`src/ltmc_pkg.sv`:
```
// Shared types and constants for the LRU timestamp model cache.
// No dependencies; used by ltmc_cmp and lru_timestamp_model_cache.
`default_nettype none

package ltmc_pkg;

	localparam int VER_W  = 16;
	localparam int SIZE_W = 16;
	localparam int TIME_W = 31;
	localparam int HIT_W  = 16;
	localparam int SLOT_W = 3;
	localparam int KEYO_W = 8;

	localparam logic [1:0] CMD_ACCESS = 2'd0;
	localparam logic [1:0] CMD_HOT    = 2'd1;
	localparam logic [1:0] CMD_READ   = 2'd2;

	localparam logic [HIT_W-1:0] HIT_MAX = '1;

	// outcome of one compare step
	typedef struct packed {
		logic match;
		logic older;
	} cmp_res_t;

	// result item, last field listed lands in the lowest bits
	typedef struct packed {
		logic [TIME_W-1:0] slot_time;
		logic [SIZE_W-1:0] slot_size;
		logic [VER_W-1:0]  slot_version;
		logic [KEYO_W-1:0] slot_key;
		logic              slot_valid;
		logic [HIT_W-1:0]  hit_total;
		logic [VER_W-1:0]  old_version;
		logic [VER_W-1:0]  evicted_version;
		logic [KEYO_W-1:0] evicted_key;
		logic              did_evict;
		logic              was_hit;
		logic [SLOT_W-1:0] slot;
	} res_t;

	localparam int RES_W = $bits(res_t);

endpackage

`default_nettype wire

```
`src/ltmc_ram.sv`:
```
// Generic simple dual-port RAM: one write port, one read port, registered read.
// No dependencies.
`default_nettype none

module ltmc_ram #(
	parameter int WIDTH = 8,
	parameter int DEPTH = 8
) (
	input  wire logic                     clk,
	input  wire logic                     we,
	input  wire logic [$clog2(DEPTH)-1:0] waddr,
	input  wire logic [WIDTH-1:0]         wdata,
	input  wire logic [$clog2(DEPTH)-1:0] raddr,
	output logic      [WIDTH-1:0]         rdata
);

	logic [WIDTH-1:0] mem [DEPTH];

	always_ff @(posedge clk) begin
		if (we) begin
			mem[waddr] <= wdata;
		end
		rdata <= mem[raddr];
	end

endmodule

`default_nettype wire

```
`src/ltmc_cmp.sv`:
```
// Shared compare unit of the slot scan: key match and older-time test.
// Depends on ltmc_pkg.
`default_nettype none

module ltmc_cmp #(
	parameter int KEY_BITS = 8
) (
	input  wire logic [KEY_BITS-1:0]       key,
	input  wire logic [KEY_BITS-1:0]       ent_key,
	input  wire logic                      ent_valid,
	input  wire logic [ltmc_pkg::TIME_W-1:0] ent_time,
	input  wire logic                      best_set,
	input  wire logic [ltmc_pkg::TIME_W-1:0] best_time,
	output ltmc_pkg::cmp_res_t             res
);

	// strict less-than keeps the lowest index on equal times
	assign res.match = ent_valid && (ent_key == key);
	assign res.older = !best_set || (ent_time < best_time);

endmodule

`default_nettype wire

```
`src/lru_timestamp_model_cache.sv`:
```
// Top level of the LRU timestamp model cache: sequencer, valid bits, entry RAM.
// Depends on ltmc_pkg, ltmc_ram and ltmc_cmp.
//
// Usage
//  Input items arrive on s_axis (tvalid/tready/tdata), one result item per input
//  item leaves on m_axis. Commands 0 and 1 look a key up and update version and
//  time on a hit (command 0 also counts the hit) or fill a slot, command 2 reads
//  a slot, command 3 gives an all-zero result and changes nothing.
//  Lookups scan the entry RAM one slot per cycle through a single compare unit
//  that tracks the first key match, the first free slot and the oldest time.
//  Commands 0 and 1 take one RAM read per slot; then the compare stage is
//  drained, the slot is written and the output register is loaded.
//  An in-range read waits for its RAM read; command 3 or a read beyond
//  ENTRIES sets its result when the item is taken.
//  One item is in work at a time; s_axis_tready is high only while the
//  sequencer is idle, so the next item is taken only once the last result
//  has been loaded into the output register.
//  The result sits in an output register, so the next item is taken while a
//  result still waits; a stalled receiver holds that register and a finished
//  item waits until it is freed.
//  Reset clears all valid bits at once (flip-flops); the RAM contents are only
//  read behind a set valid bit, so no clearing pass is needed.
`default_nettype none

module lru_timestamp_model_cache #(
	parameter int ENTRIES  = 8,
	parameter int KEY_BITS = 8
) (
	input  wire logic         clk,
	input  wire logic         arst_n,
	input  wire logic         s_axis_tvalid,
	output logic              s_axis_tready,
	// cmd[1:0], model_key[9:2], new_version[25:10], entry_size[41:26],
	// time_stamp[72:42], slot_select[75:73], zero[79:76]
	input  wire logic [79:0]  s_axis_tdata,
	output logic              m_axis_tvalid,
	input  wire logic         m_axis_tready,
	// slot[2:0], was_hit[3], did_evict[4], evicted_key[12:5],
	// evicted_version[28:13], old_version[44:29], hit_total[60:45],
	// slot_valid[61], slot_key[69:62], slot_version[85:70], slot_size[101:86],
	// slot_time[132:102], zero[135:133]
	output logic [135:0]      m_axis_tdata
);

	localparam int IDX_W = $clog2(ENTRIES);

	typedef struct packed {
		logic [KEY_BITS-1:0]              key;
		logic [ltmc_pkg::VER_W-1:0]       ver;
		logic [ltmc_pkg::SIZE_W-1:0]      size;
		logic [ltmc_pkg::TIME_W-1:0]      tm;
		logic [ltmc_pkg::HIT_W-1:0]       hits;
	} ent_t;

	localparam int ENT_W = $bits(ent_t);

	typedef enum logic [2:0] {
		ST_IDLE, ST_SCAN, ST_SETTLE, ST_UPDATE, ST_RD_WAIT, ST_FINISH
	} state_t;

	// input item fields
	logic [1:0]                    in_cmd;
	logic [7:0]                    in_key8;
	logic [ltmc_pkg::VER_W-1:0]    in_ver;
	logic [ltmc_pkg::SIZE_W-1:0]   in_size;
	logic [ltmc_pkg::TIME_W-1:0]   in_time;
	logic [2:0]                    in_sel;
	logic [31:0]                   in_key_ext;
	logic [31:0]                   in_sel_ext;
	logic [IDX_W-1:0]              in_sel_idx;
	logic                          in_sel_ok;

	assign in_cmd     = s_axis_tdata[1:0];
	assign in_key8    = s_axis_tdata[9:2];
	assign in_ver     = s_axis_tdata[25:10];
	assign in_size    = s_axis_tdata[41:26];
	assign in_time    = s_axis_tdata[72:42];
	assign in_sel     = s_axis_tdata[75:73];
	assign in_key_ext = 32'(in_key8);
	assign in_sel_ext = 32'(in_sel);
	assign in_sel_idx = in_sel_ext[IDX_W-1:0];
	assign in_sel_ok  = in_sel_ext < 32'(ENTRIES);

	// control and item registers
	state_t                        state_q;
	logic [ENTRIES-1:0]            valid_q;
	logic [1:0]                    cmd_q;
	logic [KEY_BITS-1:0]           key_q;
	logic [ltmc_pkg::VER_W-1:0]    ver_q;
	logic [ltmc_pkg::SIZE_W-1:0]   size_q;
	logic [ltmc_pkg::TIME_W-1:0]   time_q;
	logic [2:0]                    sel_q;
	logic [IDX_W-1:0]              sel_idx_q;
	logic [IDX_W-1:0]              scan_q;
	logic                          cmp_v_s1;
	logic [IDX_W-1:0]              cmp_idx_s1;

	// scan trackers
	logic                          hit_q;
	logic [IDX_W-1:0]              hit_idx_q;
	ent_t                          hit_ent_q;
	logic                          free_q;
	logic [IDX_W-1:0]              free_idx_q;
	logic                          vic_set_q;
	logic [IDX_W-1:0]              vic_idx_q;
	logic [ltmc_pkg::TIME_W-1:0]   vic_time_q;
	logic [KEY_BITS-1:0]           vic_key_q;
	logic [ltmc_pkg::VER_W-1:0]    vic_ver_q;

	ltmc_pkg::res_t                res_q;
	ltmc_pkg::res_t                out_q;
	logic                          m_tvalid_q;
	logic                          out_load;

	// entry RAM
	logic                          ram_we;
	logic [IDX_W-1:0]              ram_waddr;
	logic [IDX_W-1:0]              ram_raddr;
	logic [ENT_W-1:0]              ram_rdata;
	ent_t                          rd_ent;
	ent_t                          upd_ent;
	logic [IDX_W-1:0]              upd_idx;

	assign rd_ent    = ent_t'(ram_rdata);
	assign ram_raddr = (state_q == ST_IDLE) ? in_sel_idx : scan_q;
	assign ram_we    = (state_q == ST_UPDATE);
	assign ram_waddr = upd_idx;

	ltmc_ram #(
		.WIDTH (ENT_W),
		.DEPTH (ENTRIES)
	) u_ram (
		.clk   (clk),
		.we    (ram_we),
		.waddr (ram_waddr),
		.wdata (upd_ent),
		.raddr (ram_raddr),
		.rdata (ram_rdata)
	);

	ltmc_pkg::cmp_res_t cmp_res;

	ltmc_cmp #(
		.KEY_BITS (KEY_BITS)
	) u_cmp (
		.key       (key_q),
		.ent_key   (rd_ent.key),
		.ent_valid (valid_q[cmp_idx_s1]),
		.ent_time  (rd_ent.tm),
		.best_set  (vic_set_q),
		.best_time (vic_time_q),
		.res       (cmp_res)
	);

	// slot update after the scan
	logic [31:0]                   upd_idx_ext;
	logic [31:0]                   key_q_ext;
	logic [31:0]                   vic_key_ext;
	logic [31:0]                   rd_key_ext;
	logic                          evict;
	logic [ltmc_pkg::HIT_W-1:0]    hit_inc;
	ltmc_pkg::res_t                upd_res;
	ltmc_pkg::res_t                rd_res;
	ltmc_pkg::res_t                acc_res;

	assign evict   = !hit_q && !free_q;
	assign upd_idx = hit_q ? hit_idx_q : (free_q ? free_idx_q : vic_idx_q);
	assign hit_inc = (hit_ent_q.hits == ltmc_pkg::HIT_MAX) ? hit_ent_q.hits
	                 : hit_ent_q.hits + 1'b1;

	always_comb begin
		upd_ent.key  = key_q;
		upd_ent.ver  = ver_q;
		upd_ent.size = hit_q ? hit_ent_q.size : size_q;
		upd_ent.tm   = time_q;
		if (!hit_q) begin
			upd_ent.hits = ltmc_pkg::HIT_W'(1);
		end else if (cmd_q == ltmc_pkg::CMD_ACCESS) begin
			upd_ent.hits = hit_inc;
		end else begin
			upd_ent.hits = hit_ent_q.hits;
		end
	end

	assign upd_idx_ext = 32'(upd_idx);
	assign key_q_ext   = 32'(key_q);
	assign vic_key_ext = 32'(vic_key_q);
	assign rd_key_ext  = 32'(rd_ent.key);

	always_comb begin
		upd_res                 = '0;
		upd_res.slot            = upd_idx_ext[2:0];
		upd_res.was_hit         = hit_q;
		upd_res.did_evict       = evict;
		upd_res.evicted_key     = evict ? vic_key_ext[7:0] : '0;
		upd_res.evicted_version = evict ? vic_ver_q : '0;
		upd_res.old_version     = (hit_q && cmd_q == ltmc_pkg::CMD_HOT)
		                          ? hit_ent_q.ver : '0;
		upd_res.hit_total       = upd_ent.hits;
		upd_res.slot_valid      = 1'b1;
		upd_res.slot_key        = key_q_ext[7:0];
		upd_res.slot_version    = ver_q;
		upd_res.slot_size       = upd_ent.size;
		upd_res.slot_time       = time_q;
	end

	always_comb begin
		rd_res      = '0;
		rd_res.slot = sel_q;
		if (valid_q[sel_idx_q]) begin
			rd_res.hit_total    = rd_ent.hits;
			rd_res.slot_valid   = 1'b1;
			rd_res.slot_key     = rd_key_ext[7:0];
			rd_res.slot_version = rd_ent.ver;
			rd_res.slot_size    = rd_ent.size;
			rd_res.slot_time    = rd_ent.tm;
		end
	end

	// immediate result: unused command or read beyond the table
	always_comb begin
		acc_res      = '0;
		acc_res.slot = (in_cmd == ltmc_pkg::CMD_READ) ? in_sel : 3'd0;
	end

	// output register takes a finished item when empty or being emptied
	assign out_load = (state_q == ST_FINISH) && (!m_tvalid_q || m_axis_tready);

	always_ff @(posedge clk or negedge arst_n) begin
		if (!arst_n) begin
			state_q    <= ST_IDLE;
			valid_q    <= '0;
			cmd_q      <= ltmc_pkg::CMD_ACCESS;
			key_q      <= '0;
			ver_q      <= '0;
			size_q     <= '0;
			time_q     <= '0;
			sel_q      <= '0;
			sel_idx_q  <= '0;
			scan_q     <= '0;
			cmp_v_s1   <= 1'b0;
			cmp_idx_s1 <= '0;
			hit_q      <= 1'b0;
			hit_idx_q  <= '0;
			hit_ent_q  <= '0;
			free_q     <= 1'b0;
			free_idx_q <= '0;
			vic_set_q  <= 1'b0;
			vic_idx_q  <= '0;
			vic_time_q <= '0;
			vic_key_q  <= '0;
			vic_ver_q  <= '0;
			res_q      <= '0;
			out_q      <= '0;
			m_tvalid_q <= 1'b0;
		end else begin
			cmp_v_s1   <= (state_q == ST_SCAN);
			cmp_idx_s1 <= scan_q;

			if (out_load) begin
				out_q      <= res_q;
				m_tvalid_q <= 1'b1;
			end else if (m_axis_tready) begin
				m_tvalid_q <= 1'b0;
			end

			// compare stage: one slot per cycle through the shared unit
			if (cmp_v_s1) begin
				if (cmp_res.match && !hit_q) begin
					hit_q     <= 1'b1;
					hit_idx_q <= cmp_idx_s1;
					hit_ent_q <= rd_ent;
				end
				if (!valid_q[cmp_idx_s1] && !free_q) begin
					free_q     <= 1'b1;
					free_idx_q <= cmp_idx_s1;
				end
				if (cmp_res.older) begin
					vic_set_q  <= 1'b1;
					vic_idx_q  <= cmp_idx_s1;
					vic_time_q <= rd_ent.tm;
					vic_key_q  <= rd_ent.key;
					vic_ver_q  <= rd_ent.ver;
				end
			end

			case (state_q)
				ST_IDLE: begin
					if (s_axis_tvalid) begin
						cmd_q     <= in_cmd;
						key_q     <= in_key_ext[KEY_BITS-1:0];
						ver_q     <= in_ver;
						size_q    <= in_size;
						time_q    <= in_time;
						sel_q     <= in_sel;
						sel_idx_q <= in_sel_idx;
						scan_q    <= '0;
						hit_q     <= 1'b0;
						free_q    <= 1'b0;
						vic_set_q <= 1'b0;
						if (in_cmd == ltmc_pkg::CMD_ACCESS || in_cmd == ltmc_pkg::CMD_HOT) begin
							state_q <= ST_SCAN;
						end else if (in_cmd == ltmc_pkg::CMD_READ && in_sel_ok) begin
							state_q <= ST_RD_WAIT;
						end else begin
							res_q   <= acc_res;
							state_q <= ST_FINISH;
						end
					end
				end
				ST_SCAN: begin
					if (scan_q == IDX_W'(ENTRIES - 1)) begin
						state_q <= ST_SETTLE;
					end else begin
						scan_q <= scan_q + 1'b1;
					end
				end
				ST_SETTLE: begin
					state_q <= ST_UPDATE;
				end
				ST_UPDATE: begin
					valid_q[upd_idx] <= 1'b1;
					res_q            <= upd_res;
					state_q          <= ST_FINISH;
				end
				ST_RD_WAIT: begin
					res_q   <= rd_res;
					state_q <= ST_FINISH;
				end
				ST_FINISH: begin
					if (out_load) begin
						state_q <= ST_IDLE;
					end
				end
				default: begin
					state_q <= ST_IDLE;
				end
			endcase
		end
	end

	assign s_axis_tready = (state_q == ST_IDLE);
	assign m_axis_tvalid = m_tvalid_q;
	assign m_axis_tdata  = {3'b000, out_q};

	// a hit always refers to a slot that is valid
	a_hit_valid: assert property (@(posedge clk) disable iff (!arst_n)
		(state_q == ST_UPDATE && hit_q) |-> valid_q[hit_idx_q])
		else $error("hit on an invalid slot");

	// eviction only when every slot is taken
	a_evict_full: assert property (@(posedge clk) disable iff (!arst_n)
		(state_q == ST_UPDATE && !hit_q && !free_q) |-> (&valid_q))
		else $error("eviction with a free slot");

	// the updated slot is valid afterwards
	a_upd_valid: assert property (@(posedge clk) disable iff (!arst_n)
		(state_q == ST_UPDATE) |=> valid_q[$past(upd_idx)])
		else $error("updated slot not marked valid");

	// a new result appears only out of the finish step
	a_out_src: assert property (@(posedge clk) disable iff (!arst_n)
		$rose(m_axis_tvalid) |-> $past(state_q == ST_FINISH))
		else $error("result raised outside finish step");

endmodule

`default_nettype wire
```
`config.mk`:
```
export PLATFORM = sky130hd
export DESIGN_NAME = lru_timestamp_model_cache
export DESIGN_NICKNAME = d
export VERILOG_FILES = /design/src/ltmc_pkg.sv /design/src/ltmc_ram.sv /design/src/ltmc_cmp.sv /design/src/lru_timestamp_model_cache.sv
export SDC_FILE = /design/constraint.sdc
export NUM_CORES = 1
export LEC_CHECK = 0
export BUFFER_PORTS_ARGS = -buffer_cell sky130_fd_sc_hd__buf_4
export CELL_PAD_IN_SITES_DETAIL_PLACEMENT = 0
export CELL_PAD_IN_SITES_GLOBAL_PLACEMENT = 2
export CORE_ASPECT_RATIO = 1.2
export CORE_MARGIN = 2
export CORE_UTILIZATION = 25
export DETAILED_ROUTE_END_ITERATION = 16
export GPL_ROUTABILITY_DRIVEN = 0
export GPL_TIMING_DRIVEN = 1
export HOLD_SLACK_MARGIN = 0.08
export PLACE_DENSITY = 0.46
export SLEW_MARGIN = 20
export SYNTH_ARGS = -nofsm -noshare
export SYNTH_HDL_FRONTEND = slang
export SYNTH_HIERARCHICAL = 1
export SYNTH_SLANG_ARGS = --single-unit
```
`constraint.sdc`:
```
create_clock -name clk -period 9.96 [get_ports clk]
set_clock_uncertainty 0.15 [all_clocks]
set_input_delay 0.498 -clock clk [delete_from_list [all_inputs] [get_ports clk]]
set_output_delay 0.498 -clock clk [all_outputs]
set_load 0.05 [all_outputs]
```
Word level (Yosys, flattened, before mapping) --
Memories as Yosys holds them, arrays and structs flattened. A register that Yosys moved wholly into a read port is not among the register bits. Cells that the tools add are included. W data, S select, Z words.
Word-level totals: register bits after elaboration 476, bits in writable memories 696, bits of input ports 84, output and inout port bits 138, logic and storage cells 152, memories 1
Memories:
- u_ram.mem | depth 8, bits a word 87, rd ports 1, clocked after memory_dff 1, wr ports 1, line ltmc_ram.sv:17 | logic [WIDTH-1:0] mem [DEPTH];
Cells by class: add/subtract/negate cells 2, magnitude comparators 6, equality and inequality tests 17, muxes and demuxes 47, bitwise logic cells 1, reductions and logical operators 30
Operator list (count):
- $mux W133 | 3
- $pmux W133 S3 | 1
- $mux W16 | 6
- $mux W88 | 1
- $lt A31 B31 Y1 | 1
- $mux W3 | 10
- $mux W1 | 20
- $add A16 B1 Y16 const B | 1
- $eq A16 B16 Y1 const B | 1
- $lt A3 B4 Y1 const B | 4
- $pmux W3 S5 | 1
- $ne A2 B2 Y1 const B | 5
- $eq A3 B3 Y1 const B | 3
- $eq A8 B8 Y1 | 1
- $logic_and A1 B1 Y1 | 8
- $mux W8 | 1
- $or A8 B8 Y8 | 1
- $reduce_and A2 Y1 | 4
- $bmux W1 S3 | 2
- $eq A3 B2 Y1 const B | 2
- $pmux W3 S2 | 1
- $reduce_and A3 Y1 | 2
- $logic_not A1 Y1 | 5
- $eq A2 B1 Y1 const B | 2
- 13 further kinds | 17

Logic depth before layout (Yosys ltp) --
word-level depth 8, mapped depth 11, depth with buffers taken out 9

Modules after synthesis --
Netlist, hierarchy kept.
By module, submodules not included:
- ltmc_ram | times used 1, cells an instance 1106, area each 27923.0 um^2, seq. area each 22641.7 um^2
- lru_timestamp_model_cache | times used 1, cells an instance 1322, area each 18970.7 um^2, seq. area each 11911.4 um^2
- ltmc_cmp | times used 1, cells an instance 124, area each 854.6 um^2, seq. area each 0.0 um^2

Worst setup path before layout --
OpenSTA, ideal clock, no wires.
path type reg-to-reg, start point register state_q[0], end point memory u_ram/mem[4][0] in the netlist's numbering (enable), setup time 0.639 ns, arrival time 7.393 ns, required time 9.171 ns, setup slack 1.778 ns, cell stages (with the launch flop) 9, clock period less this slack 8.182 ns, path through dfrtp_1 > buf_4 > nand3b_2 > inv_1 > buf_4 > buf_2 > clkbuf_1 > nand2_1 > nor3_1
Between the ends: word-level cells in the longest chain between the ends 3
Ends and longest elaborated chain:
- from (decl) | line lru_timestamp_model_cache.sv:85 | state_t state_q;
- from (signal assigned) | line lru_timestamp_model_cache.sv:231 | state_q <= ST_IDLE;
- from (signal assigned) | line lru_timestamp_model_cache.sv:302 | state_q <= ST_SCAN;
- from (signal assigned) | line lru_timestamp_model_cache.sv:304 | state_q <= ST_RD_WAIT;
- $eq A3 B2 Y1 | line lru_timestamp_model_cache.sv:126 | assign ram_we = (state_q == ST_UPDATE);
- net ram_we | line lru_timestamp_model_cache.sv:116 | logic ram_we;
- $mux W1 | line ltmc_ram.sv:20 | if (we) begin
- $mux W1 (implied by the code) | line ltmc_ram.sv:21 | mem[waddr] <= wdata;
- to (decl) | line ltmc_ram.sv:17
The timed path passes the listed nets, and every way through them passes these cells.

Final worst setup path --
start point register state_q[0], end point register res_q[43] in the netlist's numbering
Between the ends: word-level cells in the longest chain between the ends 3, elaborated cells on any way between the ends 9, classes of those cells 5 x eq/ne; 1 x mux; 3 x reduce/logical
Ends and longest elaborated chain:
- $eq A3 B2 Y1, or another cell as far along | line lru_timestamp_model_cache.sv:287 | case (state_q)
- $reduce_bool A3 Y1 (no line) or $ne A2 B2 Y1 (tied branches)
- $reduce_and A4 Y1 (no line)
- to (signal assigned) | line lru_timestamp_model_cache.sv:306 | res_q <= acc_res;
- to (signal assigned) | line lru_timestamp_model_cache.sv:323 | res_q <= upd_res;
- to (signal assigned) | line lru_timestamp_model_cache.sv:327 | res_q <= rd_res;
- to (decl) | line lru_timestamp_model_cache.sv:110 | ltmc_pkg::res_t res_q;
Several ways; a longest one is shown, not always the timed one. A chain may end at the register's enable or synchronous reset.

==> impl_results.md <==
* Outcome: completed
* WL final at about 130 mm
* Final Total Pwr at around 18 mW
* Power Density at approximately 310 nW/um2
* Vias/cell at about 4.4
* Post-CTS Setup Inserts at 0
* Reg clk slew, reported paths at roughly 0.06 ns
* Minimum clock period at just over 4 ns
* Top_reg_cell synth: edfxtp_1
* Pleak at 22.43 nW
* Clock buffer depth at 3
* Routed length per instance at 23.34 um
* Syn Std Cell Area at between 40000 and 50000 um2
* Initial antenna violation count at 10
* Largest net degree at the start of global routing at 85
* Final period utilization at 41.02%
* Async set or reset register ratio after synthesis at approximately 38%
* Final Hold Viols at 0
* Critical path endpoint category: register
* Worst skew pair latency at between 0.7 and 0.8 ns
* Sequential area share after synthesis at about 72%
* Htree depth at 4
* Residual DRC at 0
* GRT Total Usage at roughly an eighth
* Vias in the first global route at roughly 26000
* Max Clk Rate at 0.2448 GHz
* Final setup viols at 0
* CP Data Arrival Time at around 4.6 ns
* Ys Warns at 6
* Worst Hold Class: in -> async
* RSZ-0062 raised after global routing: no
* Tightest Pin Transition at 1.079 ns
* Nets@finish at around 3000
* CTS tree: built
* Initial drt markers at 1639
* Initial Utilization at 25.18%
* Die Span Y at 482.7 um
* Post-synth EDFFs at about 700
* Setup WS post-layout at slightly below 6 ns
* Synth Area per Inst at 18.71 um2
* Synth Register Bits at roughly 1300
* Fin Hold WS at just under 0.2 ns
* Peak supply drop at between 0.00015 and 0.0002 V
* Ratio of cells with drive above 1 in the final layout at approximately 37%
* CP required at between 10 and 15 ns
* DP Worst Slack at approximately 5.7 ns
* Iteration count of the initial detailed-routing pass at 7
* Worst Path Max Fanout at 46
* Core Box Area at around 190000 um2
* Die X at between 400 and 500 um
* Antenna Nets Post-Route at 0
* Slew Limit Fails at 0
* CTS sink count at between 1000 and 1500
* TNS Setup at 0 ns
* TritonCTS Buffers at 142
* GRT overflow at 0
* Crit path kind: reg -> reg
* Fillers at between 15000 and 20000
* Vias post-DR at approximately 24000
* Die footprint at between 150000 and 200000 um2
* Root Buffer: clkbuf_16
* I/O pin count at around 220
* PortBufs at 214
* Worst slew margin at 28.06%
* Crit start category: register
* First-pass GRT wire length at around 190 mm
* Post-synthesis cell type count at 58
* Mapped Cells at 2552
* Syn-to-layout area delta at 21.01%
* Row count at ~180
* Maxcap violations at 0
* Final HPWL DP at about 73 mm
[metal layers]
metal / wire (um) / global-route usage, % / vias to the layer above / part of all wire [%]
met5: 10 / 0 / - / 0.0078
met4: 2911 / 4.109 / 2 / 2.3
met3: 5037 / 2.339 / 165 / 3.9
met2: 62020 / 22.07 / 507 / 48
met1: 58590 / 17.67 / 13054 / 46
li1: - / - / 10672 / -
[cell type report]
type / instances / area, um2 / share of cell area [%]
inverters: 91 / 344.1 / 0.5955
diodes: 7 / 17.52 / 0.03032
multi-input cells: 1068 / 12230 / 21.16
well taps: 2478 / 3100 / 5.366
clock buffers: 197 / 3931 / 6.804
repair buffers: 342 / 2783 / 4.816
flip-flops and latches: 1259 / 34550 / 59.80
clock inverters: 67 / 825.8 / 1.429
[power by group]
group          internal (mW)  leakage [nW]  switching [mW]
combinational           2.16          6.58            2.57
sequential              6.67          13.5           0.935
clock                   3.17          2.33            2.18
total                   12.0          22.4            5.68
[state kept, by name, summed over array words and instances, names as in the netlist, 8 cells and up]
register	cells
vic_key_q	8
vic_time_q	31
size_q	16
valid_q	8
key_q	8
vic_ver_q	16
ver_q	16
hit_ent_q	48
u_ram/mem	696
m_axis_tdata	133
u_ram/rdata	87
time_q	31
res_q	133
[worst max-delay path: stages (launching register included)]
cell	delay [ns]
dfrtp_1	0.61
nand3b_2	0.25
inv_4	0.55
buf_4	0.78
nand2_1	0.74
nor3b_2	0.36
buf_4	0.32
a22o_1	0.17
[cell usage in the layout, fill, tap and decap left out, types with 6 or more instances in the layout]
master / instances
dlygate4sd3_1: 78
mux4_2: 177
dfxtp_1: 87
diode_2: 7
clkbuf_8: 15
mux2_2: 424
edfxtp_1: 696
o21bai_1: 8
and4_1: 6
nand2_1: 67
nand3_1: 16
ha_1: 33
nor2_4: 6
xnor2_1: 7
nand4_1: 8
clkinv_2: 22
a22o_1: 42
a21oi_1: 20
inv_6: 6
nand2b_1: 9
buf_4: 262
clkinv_1: 14
a22oi_1: 32
inv_1: 89
o21ai_0: 22
and3_1: 7
clkbuf_1: 39
clkbuf_16: 143
nor2_1: 33
o21ai_1: 7
a222oi_1: 55
nor3_1: 6
dfrtp_1: 476
bufinv_16: 15
mux2i_1: 8
xor2_1: 11
[cells by family after synthesis]
| kind of cell | share of synthesized area [%] |
|---|---|
| fa+ha+maj | 0.8647 |
| buf+inv | 2.327 |
| other cells | 0.007854 |
| flops | 72.37 |
| xor+xnor | 0.3302 |
| compound gates | 3.483 |
| mux | 18.59 |
| simple gates | 2.036 |
[cells in the mapped netlist (all sizes together) (2+ instances only)]
| cell | count | share of area (%) |
|---|---|---|
| a211oi | 3 | 0.058 |
| ha | 33 | 0.86 |
| nor2b | 5 | 0.066 |
| xor2 | 11 | 0.20 |
| edfxtp | 696 | 44 |
| a22oi | 32 | 0.50 |
| nor3b | 5 | 0.11 |
| nand3 | 17 | 0.18 |
| a31oi | 4 | 0.052 |
| and3 | 8 | 0.10 |
| nor4 | 4 | 0.052 |
| o31a | 2 | 0.037 |
| nand2b | 9 | 0.12 |
| and4 | 6 | 0.11 |
| buf | 104 | 1.4 |
| a222oi | 55 | 1.2 |
| xnor2 | 7 | 0.13 |
| a22o | 42 | 0.77 |
| nand4 | 8 | 0.10 |
| nor3 | 12 | 0.16 |
| a221o | 3 | 0.063 |
| a21oi | 21 | 0.23 |
| nand2 | 68 | 0.53 |
| o21bai | 8 | 0.13 |
| a21o | 2 | 0.031 |
| dfxtp | 87 | 3.6 |
| or2 | 3 | 0.039 |
| nor2 | 39 | 0.31 |
| inv | 90 | 0.71 |
| o21ai | 29 | 0.30 |
| or3 | 2 | 0.026 |
| a221oi | 4 | 0.086 |
| clkbuf | 32 | 0.25 |
| dfrtp | 476 | 25 |
| mux2 | 427 | 10 |
| mux2i | 8 | 0.17 |
| nand3b | 4 | 0.071 |
| mux4 | 177 | 8.3 |
[repair_timing]
action                                 CTS  global route
resized for setup                        0             0
endpoints found under the hold margin  161             0
setup endpoints to repair                0             0
hold buffers                            78             0
[per-stage QoR]
| stage | cells | area [um2] | util [%] |
|---|---|---|---|
| final | 5509 | 57780 | 30.47 |
| after global routing | 5503 | 57770 | 30.46 |
| after global placement | 5160 | 52230 | 27.54 |
| after CTS | 5502 | 57760 | 30.46 |
| after floorplan | 2554 | 47760 | - |
| after detailed placement | 5160 | 52230 | 27.54 |
[worst paths after layout]
check	to	from	slack, ns	cells past startpoint
min in group clk	res_q[88]	u_ram/rdata[49]	0.29	2
min reg2reg	res_q[88]	u_ram/rdata[49]	0.29	2
min	m_axis_tdata[37]	arst_n	0.20	2
max reg2reg	res_q[43]	state_q[0]	5.87	7
max	res_q[43]	state_q[0]	5.87	7
max in group asynchronous	res_q[107]	arst_n	7.21	4
Power figures use the tool's default switching activity.
